[config.mk]
export PLATFORM = sky130hd
export DESIGN_NAME = sic_div_cell
export DESIGN_NICKNAME = d
export VERILOG_FILES = /design/src/rtl/sic_pkg.sv /design/src/rtl/sic_div_cell.sv
export SDC_FILE = /design/constraint.sdc
export NUM_CORES = 1
export LEC_CHECK = 0
export ABC_AREA = 1
export ABC_CLOCK_PERIOD_IN_PS = 5800
export BUFFER_PORTS_ARGS = -buffer_cell sky130_fd_sc_hd__buf_2
export CAP_MARGIN = 20
export CORE_MARGIN = 2
export CORE_UTILIZATION = 56
export DETAILED_ROUTE_END_ITERATION = 10
export HOLD_SLACK_MARGIN = 0.1
export PLACE_DENSITY = 0.86
export REMOVE_ABC_BUFFERS = 1
export SKIP_LAST_GASP = 1
export SYNTH_ARGS = -nofsm -noshare
export SYNTH_HDL_FRONTEND = slang
export SYNTH_SLANG_ARGS = --single-unit
export TNS_END_PERCENT = 20
[constraint.sdc]
create_clock -name clk -period 5.8 [get_ports clk]
set_input_delay 0.29 -clock clk [delete_from_list [all_inputs] [get_ports clk]]
set_output_delay 0.29 -clock clk [all_outputs]
set_load 0.005 [all_outputs]
[src/rtl/sic_pkg.sv]
// Package for the segment intersection block.
// Holds the tag that travels with each transaction down the pipeline; no dependencies.
`default_nettype none

package sic_pkg;

    // Control tag carried beside the payload out of the front end and through every divider cell.
    typedef struct packed {
        logic valid;
        logic hit;
    } sic_tag_t;

endpackage

`default_nettype wire

[src/rtl/sic_div_cell.sv]
// One restoring division step: yields one quotient bit and passes the remainder on.
// Depends on sic_pkg.
`default_nettype none

module sic_div_cell
    import sic_pkg::*;
#(
    parameter int  REM_W   = 35,
    parameter int  Q_W     = 17,
    parameter bit  NO_SHIFT = 1'b0
) (
    input  wire logic             clk,
    input  wire logic             rst_n,
    input  wire sic_tag_t         tag_in,
    input  wire logic [REM_W-1:0] rem_in,
    input  wire logic [REM_W-1:0] den_in,
    input  wire logic [Q_W-1:0]   q_in,
    input  wire logic             down_en,
    output logic                  en,
    output sic_tag_t              tag_out,
    output logic      [REM_W-1:0] rem_out,
    output logic      [REM_W-1:0] den_out,
    output logic      [Q_W-1:0]   q_out
);
    logic             valid_reg;
    logic             hit_reg;
    logic [REM_W-1:0] rem_reg, den_reg, rem_next, rem_s;
    logic [Q_W-1:0]   q_reg, q_next;
    logic             ge;

    assign en = !valid_reg || down_en;

    // The remainder stays below twice the divisor, so the shift cannot overflow.
    always_comb
    begin
        rem_s    = NO_SHIFT ? rem_in : {rem_in[REM_W-2:0], 1'b0};
        ge       = rem_s >= den_in;
        rem_next = ge ? rem_s - den_in : rem_s;
        q_next   = {q_in[Q_W-2:0], ge};
    end

    always_ff @(posedge clk or negedge rst_n)
    begin
        if (!rst_n)
            valid_reg <= 1'b0;
        else if (en)
            valid_reg <= tag_in.valid;
    end

    always_ff @(posedge clk)
    begin
        if (en)
        begin
            hit_reg <= tag_in.hit;
            rem_reg <= rem_next;
            den_reg <= den_in;
            q_reg   <= q_next;
        end
    end

    assign tag_out.valid = valid_reg;
    assign tag_out.hit   = hit_reg;
    assign rem_out       = rem_reg;
    assign den_out       = den_reg;
    assign q_out         = q_reg;

endmodule

`default_nettype wire

==> qor.csv, run 1 <==
metric,value,unit
routed length per instance,14.5,microns
worst-skew pair later-pin latency,0.37,ns
Worst Max-Slew Pin Slew,1.02,ns
Synth Cell Area,5900,sq um
crit-path max cell delay,0.80,ns
final hold viol count,0,
DRC viols,0,
vias in the first global route,5367,
setup bufs post-CTS,0,
#FFs+latches synth,89,
RSZ-0062 raised after global routing,no,
top-level port count,182,
H-tree levels,3,
final worst path period share,52.2,%
die height,107,microns
clk slew on worst S/H paths,0.10,ns
via count,5507,
Fillers,843,
Nets,1098,
Initial Util,57.4,%
GRT overflow,0,
global-route wire length before repair,25600,microns
CTS max path bufs,2,
Slew headroom,31.2,%
average cell area after synthesis,7.75,sq um
# resized after CTS,0,
Cell variety after synth,32,
Critical path buffers and inverters,4,
antenna violations before repair,0,
sequential-to-total area share from yosys stat,45.2,%
1st-iter DRT viols,351,
largest net degree at the start of global routing,57,
Tmin final,3.03,ns
"Hold-fix buffers, CTS",23,
total CTS buffers,9,
die area,11400,sq um
Cells after Synth,762,
CP max FO,5,
GP Congestion,0.953,
placed inst area,6910,sq um
IO buf count,179,
min-delay worst type,in2reg,
core area,10300,sq um
CTS tree,yes,
fin area,7370,sq um
Static Leakage,4.02,nW
Max Freq,330,MHz
Critical Path RT,5.93,ns
drt first pass iters,7,
Crit path arrival time,3.16,ns
# diodes,0,
dpl hpwl,12000,microns
PwrDens,238,nW/um^2
Sum Neg Setup Slack,0,ns
YS warnings,0,
CP Capture Type,flop,
worst vdd ir,161,uV
Top delay family on crit path,simple AND/OR/NAND/NOR gates,
skew final,0.00968,ns
final setup vio count,0,
Clock Sinks,89,
cell mode on critical path,nand2_1,
number of max-cap violations,0,
share of cells above drive strength 1,23.2,%
final wirelength,16200,microns
FP Rows,37,
root buf cell,clkbuf_8,
worst-path cell chain,dlygate4sd3_1 > buf_2 > inv_1 > ha_1 > nand2_1 > inv_1 > nand2_1 > nor2_1 > nor2_1 > o21ai_0 > nand2_1 > nand2_1 > nand2_1 > nand3_1 > nand2_1,
Die Wd,107,microns
GRT Util Overall,28.9,%
Crit Path Class,in2reg,
"slowest stage cell, crit path",o21ai_0,
Fin Hold WS,0.104,ns
ANT nets after route,0,
outcome,finished clean,
Worst Setup Start Kind,input port,
Layout area overhead,24.8,%
number of max-slew violations in the final report,0,
via density per instance,4.96,
## metal layers
| metal | part of all wire (%) | vias to the layer above | wire length [microns] | track usage [%] |
|---|---|---|---|---|
| met3 | 7.0 | 36 | 1130 | 4.92 |
| met5 | 0 | - | 0 | 0 |
| li1 | - | 2800 | - | - |
| met1 | 43 | 2448 | 6980 | 37.7 |
| met4 | 3.1 | 0 | 506 | 12.1 |
| met2 | 47 | 223 | 7540 | 47.8 |
## Yosys cell counts
library cell	instances	area, sq um
nor4_4	1	21.3
and2_1	1	6.26
inv_2	1	3.75
nand2_4	1	11.3
nand2_1	291	1090
a21oi_2	2	17.5
dfrtp_1	1	25.0
nor4_1	1	6.26
o21ai_1	2	10.0
a21boi_0	1	7.51
nand3_1	38	190
buf_4	5	37.5
fa_1	1	20.0
nor2_1	46	173
o21ai_0	11	55.1
a21oi_1	24	120
nor2_2	5	31.3
a21o_1	1	7.51
nand4_1	4	25.0
ha_1	35	438
o21bai_1	3	22.5
nand2_2	17	106
nand3b_1	4	30.0
xnor2_1	1	8.76
inv_1	148	556
nand3_2	1	10.0
nor3_2	1	10.0
xor2_1	17	149
inv_4	1	6.26
edfxtp_1	88	2640
nor3_1	6	30.0
buf_6	3	33.8
## worst reg2reg max path, stage by stage, from the launching register on
cell,delay (ns)
dfrtp_1,0.42
nand2_4,0.37
buf_4,0.65
## worst paths after layout
| kind | startpoint | to | slack, ns | cells past startpoint |
|---|---|---|---|---|
| max | den_in[2] | rem_out[30]$_DFFE_PP_ | 2.77 | 15 |
| min | den_in[9] | den_out[9]$_DFFE_PP_ | 0.10 | 1 |
| max reg2reg | valid_reg$_DFFE_PN0P_ | den_out[6]$_DFFE_PP_ | 3.97 | 2 |
| min reg2reg | valid_reg$_DFFE_PN0P_ | valid_reg$_DFFE_PN0P_ | 0.85 | 2 |
| max in group asynchronous | rst_n | valid_reg$_DFFE_PN0P_ | 5.50 | 2 |
| min in group asynchronous | rst_n | valid_reg$_DFFE_PN0P_ | 0.22 | 2 |
## through the flow
| stage | cells | power, mW | worst slack [ns] | util (%) |
|---|---|---|---|---|
| 3_3_place_gp | 1070 | 1.28 | 3.06 | 67.3 |
| 5_1_grt | 1111 | 1.85 | 2.69 | 71.7 |
| 2_1_floorplan | 754 | 1.11 | 3.06 | - |
| 3_5_place_dp | 1070 | 1.29 | 3.04 | 67.3 |
| 6_report | 1111 | 1.75 | 2.77 | 71.7 |
| 4_1_cts | 1109 | 1.74 | 2.89 | 71.5 |
## power by group
| group | switching (mW) | internal (mW) | total [mW] |
|---|---|---|---|
| clock | 0.238 | 0.214 | 0.452 |
| sequential | 0.0169 | 0.792 | 0.809 |
| combinational | 0.306 | 0.186 | 0.492 |
## layout make-up
| cell class | instances | area (sq um) | area share (%) |
|---|---|---|---|
| Sequential cell | 89 | 2670 | 36.2 |
| Multi-Input combinational cell | 515 | 2610 | 35.4 |
| Timing Repair Buffer | 205 | 1150 | 15.7 |
| Inverter | 150 | 566 | 7.68 |
| Tap cell | 136 | 170 | 2.31 |
| Clock buffer | 11 | 141 | 1.92 |
| Clock inverter | 5 | 62.6 | 0.849 |
## placed cells by master (no fill, tap or decap), types with 2 or more instances in the layout
cell type and instances:
nor3_1 6, dlygate4sd3_1 25, o21ai_1 2, nand2_1 290
nor2_1 46, nand4_1 4, clkbuf_8 10, nand3b_1 4
o21bai_1 3, edfxtp_1 88, nand2_4 2, clkinvlp_4 2
nor2_2 5, inv_1 148, o21ai_0 11, buf_2 179
nand3_1 38, ha_1 35, nand2_2 17, a21oi_1 24
a21oi_2 2, xor2_1 17
## logic make-up after synthesis
group,Yosys count,synth area share (%)
flops,89,45.2
compound gates,44,4.07
fa+ha+maj,36,7.76
simple gates,417,29.5
xor+xnor,18,2.67
buf+inv,158,10.8
Note: power is estimated with default switching activity, not from simulation.
==> inputs of run 2 (changes only) <==
Settings changed: ABC_AREA 1 to 0, ABC_CLOCK_PERIOD_IN_PS 5800 to 3000, CORE_UTILIZATION 56 to 51, PLACE_DENSITY 0.86 to 0.81.
Clock period 5.8 ns to 3 ns, I/O delays scaled along.
==> run 2 against run 1 <==
Utilization increased by 1.4 points. Worst hold slack improved by 0.013 ns. Critical path depth decreased by 2. Via count decreased by 13%. First-iteration DRC count decreased by 19%. Clock-buffer cell count decreased by 1. Global-route usage decreased by 1.5 points. Non-clock buffer count increased by 57. Routed wire length decreased by 2.9%. Combinational power increased by 100%. Final cell count decreased by 22%. Clock skew decreased by 0.0023 ns. Critical path type unchanged. Highest routed layer unchanged.
==> qor.csv, run 2 <==
metric,value,unit,change
Critical Path RT,3.13,ns,-2.80 ns
via count,4806,,-13%
Comb pwr share,29.2,%,+1.2 points
Clk pwr share,24.9,%,-0.9 points
1st-iter DRT viols,284,,-19%
die area,11000,sq um,-3.3%
FP Rows,36,,-2.7%
min-delay worst type,in2reg,,
ANT nets after route,0,,unchanged
CP Capture Type,flop,,
DRC viols,0,,unchanged
#FFs+latches synth,89,,unchanged
internal power,2.39,mW,+100%
sequential-to-total area share from yosys stat,51.4,%,+6.2 points
antenna violations before repair,0,,unchanged
largest net degree at the start of global routing,91,,+60%
YS warnings,0,,unchanged
global-route wire length before repair,23800,microns,-7.1%
H-tree levels,3,,unchanged
Die Wd,105,microns,-1.7%
drt first pass iters,9,,+2
RSZ-0062 raised after global routing,yes,,
placed cells,790,,-26%
final wirelength,15700,microns,-2.9%
PwrDens,475,nW/um^2,+100%
Net Sw Frac,30.1,%,-1.9 points
Slew headroom,68.7,%,+37 points
final hold viol count,0,,unchanged
total CTS buffers,9,,unchanged
number of max-cap violations,0,,unchanged
vias in the first global route,4785,,-11%
ys async rst share,1.12,%,unchanged
CTS max path bufs,2,,unchanged
most common cell in the netlist,edfxtp_1,,
Crit path arrival time,3.07,ns,-0.09 ns
skew final,0.00738,ns,-0.00230 ns
"slowest stage cell, crit path",dlygate4sd3_1,,
IO buf count,179,,unchanged
post-synth top area cell,edfxtp_1,,
Clock Sinks,89,,unchanged
core area,9820,sq um,-4.5%
Worst Setup Start Kind,input port,,
Synth Cell Area,5190,sq um,-12%
top-level port count,182,,unchanged
share of cells above drive strength 1,32.6,%,+9.4 points
worst vdd ir,313,uV,+95%
# diodes,0,,unchanged
Layout area overhead,38.3,%,
Max Freq,340,MHz,
CTS tree,yes,,
dpl hpwl,9500,microns,-20%
sw power,1.03,mW,+83%
Cell variety after synth,53,,+66%
number of enable flip-flop cells after synthesis,88,,unchanged
via density per instance,5.52,,+11%
Cells after Synth,482,,-37%
top post-synthesis cells by count,"88 x edfxtp_1, 64 x a21oi_1, 45 x nor2_1, 44 x inv_1, 35 x ha_1",,
worst-path cell chain,dlygate4sd3_1 > buf_2 > inv_1 > ha_1 > and3_1 > a221oi_2 > buf_4 > a21boi_0 > o211ai_1 > nand4_1 > a31oi_2 > xnor2_1 > mux2_4,,
Synth Flop Type,edfxtp_1,,
routed length per instance,18.0,microns,+24%
GRT Util Overall,27.4,%,-1.5 points
outcome,finished clean,,
fin area,7180,sq um,-2.5%
final setup vio count,0,,unchanged
clk slew on worst S/H paths,0.09,ns,about the same
die height,105,microns,-1.7%
"commonest non-fill, non-tap cell in the layout",buf_2,,
Fillers,694,,-18%
Initial Util,52.9,%,-4.6 points
Worst Max-Slew Pin Slew,0.470,ns,-0.551 ns
Tmin final,2.94,ns,
GRT overflow,0,,unchanged
Reg power frac,45.9,%,-0.3 points
worst-skew pair later-pin latency,0.37,ns,about the same
Synth top area share,50.9,%,+6.1 points
crit-path max cell delay,0.53,ns,-0.27 ns
number of max-slew violations in the final report,0,,unchanged
GP Congestion,0.828,,-13%
placed inst area,6280,sq um,-9.1%
root buf cell,clkbuf_8,,
final worst path period share,98.1,%,
Crit Path Class,in2reg,,
Static Leakage,3.23,nW,-20%
most frequent cells in the layout,"178 x buf_2, 88 x edfxtp_1, 62 x a21oi_1",,
dominant cells by area after synthesis,"edfxtp_1 51%, ha_1 8.4%, a21oi_1 6.2%, xnor2_1 3.4%, nor2_1 3.3%",,
CP max FO,4,,-1
Nets,860,,-22%
post-route insts no fill,870,,-22%
average cell area after synthesis,10.8,sq um,+39%
[run 2: cell count changes after synthesis, moves of 13 or more]
cell / previous run / this run
a21o_1: 1 / 15
nand2_1: 291 / 26
nand3_1: 38 / 5
inv_1: 148 / 44
xnor2_1: 1 / 20
a21oi_1: 24 / 64
nand2_2: 17 / 0
clkbuf_1: 0 / 13
[run 2: logic make-up (layout without fill, tap and decap cells)]
logic type	count (synthesis)	in the layout	share of synthesized area [%]
AO/OA/AOI/OAI	140	140	16.6
adder cells (fa/ha/maj)	36	36	8.82
multiplexers	8	8	1.81
AND/OR/NAND/NOR	109	109	9.81
flip-flops	89	89	51.4
buffers and inverters	67	322	6.02
XOR/XNOR	33	33	5.57
[run 2: repair_timing]
item	4_1_cts	5_1_grt
hold endpoints to repair	57	0
buffers inserted	0	4
resized for setup	0	15
hold buffers	58	0
setup endpoints to repair	0	35
[run 2: worst paths after layout]
check / from / to / slack [ns] / cells after the start
max: den_in[5] / rem_out[30]$_DFFE_PP_ / 0.06 / 13
min: rem_in[8] / rem_out[9]$_DFFE_PP_ / 0.12 / 2
max reg2reg: valid_reg$_DFFE_PN0P_ / den_out[13]$_DFFE_PP_ / 1.72 / 2
min reg2reg: valid_reg$_DFFE_PN0P_ / valid_reg$_DFFE_PN0P_ / 0.89 / 3
max in group asynchronous: rst_n / valid_reg$_DFFE_PN0P_ / 2.27 / 3
min in group asynchronous: rst_n / valid_reg$_DFFE_PN0P_ / 0.62 / 3
[run 2: layer usage]
layer	vias up	global-route usage (%)	routed length, microns
li1	2251	-	-
met1	2229	32.6	6010
met2	286	48.3	7880
met3	40	5.99	1320
met4	0	10.2	480
met5	-	0	0
[run 2: power by group through the flow]
stage	combinational (mW)	sequential, mW	clock (mW)
floorplan	0.471	1.62	0
global placement	0.834	1.59	0
detailed placement	0.850	1.59	0
CTS	0.915	1.56	0.847
global route	1.08	1.58	0.902
finish	0.996	1.57	0.852
[run 2: stage by stage]
| step | setup slack [ns] | util (%) | power (mW) | TNS, ns | hold WS (ns) |
|---|---|---|---|---|---|
| floorplan | 0.0882 | - | 2.09 | 0 | -0.146 |
| global placement | 0.199 | 64.0 | 2.42 | 0 | -0.0751 |
| detailed placement | 0.121 | 64.0 | 2.44 | 0 | -0.0700 |
| CTS | 0.0104 | 71.9 | 3.32 | 0 | 0.103 |
| global route | -0.0931 | 73.1 | 3.56 | -0.178 | 0.111 |
| finish | 0.0577 | 73.1 | 3.41 | 0 | 0.117 |
[run 2: worst max-delay path, delay by kind of cell]
kind	cells	cell delay, ns
AOI/OAI and AO/OA	4	0.91
xor gates and xnor gates	1	0.08
adders and majority gates	1	0.35
buffers and inverters	4	0.88
muxes	1	0.25
and+or+nand+nor	2	0.44
[run 2: cell type report]
| cell class | count | area [sq um] | area share, % |
|---|---|---|---|
| sequential | 89 | 2670 | 37.1 |
| clock buffer | 10 | 128 | 1.78 |
| clock inverter | 6 | 67.6 | 0.941 |
| tap | 133 | 166 | 2.32 |
| multi-input combinational | 326 | 2260 | 31.5 |
| timing repair buffer | 262 | 1730 | 24.0 |
| inverter | 44 | 165 | 2.30 |
==> inputs of run 3 (changes only) <==
Settings changed: ABC_AREA 0 to 1, CORE_UTILIZATION 51 to 52.
==> run 3 against run 2 <==
Routed wire length rose by 10%. Final cell count rose by 34%. Utilization barely moved. Clock power rose by 47%. Sequential power barely moved. Clock skew fell by 0.0022 ns. Sequential share of layout area fell by 3.8 points. Critical path type unchanged. Largest cell class unchanged. Highest routed layer unchanged.
==> qor.csv, run 3 (synthesized netlist as in run 1, its figures left out) <==
metric,value,unit,change
outcome,finished clean,,
largest net degree at the start of global routing,91,,unchanged
antenna violations before repair,0,,unchanged
Clock Sinks,89,,unchanged
root buf cell,clkbuf_16,,
met1 usage,35.8,%,+3.2 points
Final Util,73.2,%,about the same
ANT nets after route,0,,unchanged
Initial Util,54.0,%,+1.1 points
GRT overflow,0,,unchanged
"commonest non-fill, non-tap cell in the layout",nand2_1,,
fin area,8000,sq um,+11%
dpl hpwl,12000,microns,+26%
number of max-cap violations,0,,unchanged
Worst Max-Slew Pin Slew,0.498,ns,+0.0282 ns
1st-iter DRT viols,366,,+29%
global-route wire length before repair,28000,microns,+18%
GRT met2 Usage,50.0,%,+1.7 points
RSZ-0062 raised after global routing,no,,
vias in the first global route,5710,,+19%
CTS max path bufs,2,,unchanged
top-level port count,182,,unchanged
Worst Setup Start Kind,input port,,
# diodes,0,,unchanged
core area,10900,sq um,+11%
Sum Neg Setup Slack,0,ns,unchanged
"Hold-fix buffers, CTS",73,,+26%
final wirelength,17300,microns,+10%
FP Rows,38,,+5.6%
layer with the highest usage,met2,,
CTS tree,yes,,
final worst path period share,88.5,%,-9.6 points
DRC viols,0,,unchanged
worst-skew pair later-pin latency,0.34,ns,-0.03 ns
die area,12200,sq um,+11%
grt met3 use,4.94,%,-1.0 points
Slew headroom,66.8,%,-1.9 points
PwrDens,479,nW/um^2,+0.69%
placed inst area,6950,sq um,+11%
total CTS buffers,9,,unchanged
min-delay worst type,in2reg,,
final setup vio count,0,,unchanged
Max Freq,377,MHz,+11%
setup bufs post-CTS,0,,unchanged
share of cells above drive strength 1,22.3,%,-10 points
skew final,0.00518,ns,-0.00219 ns
Nets,1148,,+33%
crit-path max cell delay,0.57,ns,+0.04 ns
Critical Path RT,3.22,ns,+0.09 ns
GRT Util Overall,28.4,%,+1.0 points
die height,111,microns,+5.4%
Critical path buffers and inverters,4,,unchanged
Crit path arrival time,2.87,ns,-0.20 ns
clk slew on worst S/H paths,0.07,ns,-0.02 ns
via density per instance,4.92,,-11%
worst-path cell chain,dlygate4sd3_1 > buf_2 > ha_1 > nand2_1 > inv_1 > nand2_1 > nor3_2 > nand2_1 > nor2_1 > a21oi_2 > nand2_4 > buf_4 > nand3_1 > nand2_1,,
# resized after CTS,0,,unchanged
Fillers,856,,+23%
Pwr Total,3.83,mW,+12%
CP Capture Type,flop,,
number of max-slew violations in the final report,0,,unchanged
Tmin final,2.65,ns,-0.288 ns
Die Wd,111,microns,+5.4%
"slowest stage cell, crit path",dlygate4sd3_1,,
cell mode on critical path,nand2_1,,
routed length per instance,14.9,microns,-18%
Layout area overhead,35.5,%,
Top delay family on crit path,buffers and inverters,,
GP Congestion,0.909,,+9.8%
drt first pass iters,5,,-4
worst vdd ir,325,uV,+3.7%
Crit Path Class,in2reg,,
Static Leakage,4.30,nW,+33%
H-tree levels,3,,unchanged
final hold viol count,0,,unchanged
CP max FO,31,,+27
most frequent cells in the layout,"290 x nand2_1, 179 x buf_2, 148 x inv_1",,
IO buf count,179,,unchanged
via count,5730,,+19%
[run 3: cell types whose count changed in the layout (fill, tap and decap cells not counted), moves of 19 or more]
cell / previous run / this run
nand2_1: 26 / 290
xnor2_1: 20 / 1
a21oi_1: 62 / 24
buf_4: 22 / 2
inv_1: 44 / 148
nand3_1: 5 / 38
[run 3: worst paths after layout]
kind / start / endpoint / slack (ns) / depth (start not counted)
worst min-delay path: rem_in[27] / rem_out[28]$_DFFE_PP_ / 0.10 / 3
min in group asynchronous: rst_n / valid_reg$_DFFE_PN0P_ / 0.66 / 3
worst min register to register: valid_reg$_DFFE_PN0P_ / valid_reg$_DFFE_PN0P_ / 0.84 / 3
worst max-delay path: rem_in[10] / rem_out[22]$_DFFE_PP_ / 0.35 / 14
worst max register to register: valid_reg$_DFFE_PN0P_ / den_out[27]$_DFFE_PP_ / 1.69 / 2
max in group asynchronous: rst_n / valid_reg$_DFFE_PN0P_ / 2.23 / 3
[run 3: cell type report]
| class | count | area, sq um | share of cell area (%) |
|---|---|---|---|
| sequential | 89 | 2670 | 33.3 |
| multi-input combinational | 515 | 2610 | 32.6 |
| timing repair buffer | 255 | 1660 | 20.8 |
| inverter | 150 | 566 | 7.07 |
| clock buffer | 9 | 225 | 2.82 |
| tap | 140 | 175 | 2.19 |
| clock inverter | 7 | 98.8 | 1.24 |
[run 3: per-layer routing]
layer | share of wire, % | vias to the layer above
met1 | 42 | 2583
met5 | 0 | -
met4 | 2.0 | 0
li1 | - | 2893
met2 | 50 | 226
met3 | 6.2 | 28
[run 3: worst min-delay path, delay by kind of cell]
family / cells / cell delay [ns]
AND/OR/NAND/NOR: 2 / 0.10
buffers and inverters: 1 / 0.09
[run 3: metrics by stage]
stage / worst slack, ns / hold WS, ns / instances
after global placement: 0.629 / -0.0750 / 1076
after CTS: 0.416 / 0.101 / 1165
final: 0.346 / 0.102 / 1165
after global routing: 0.227 / 0.102 / 1165
after floorplan: 0.258 / -0.146 / 754
after detailed placement: 0.607 / -0.0740 / 1076
[run 3: report_power, final]
group          switching (mW)  leakage [nW]  internal [mW]
clock network           0.509         0.157          0.738
registers              0.0345         0.902           1.53
logic                   0.608          3.24          0.408
total                    1.15          4.30           2.68
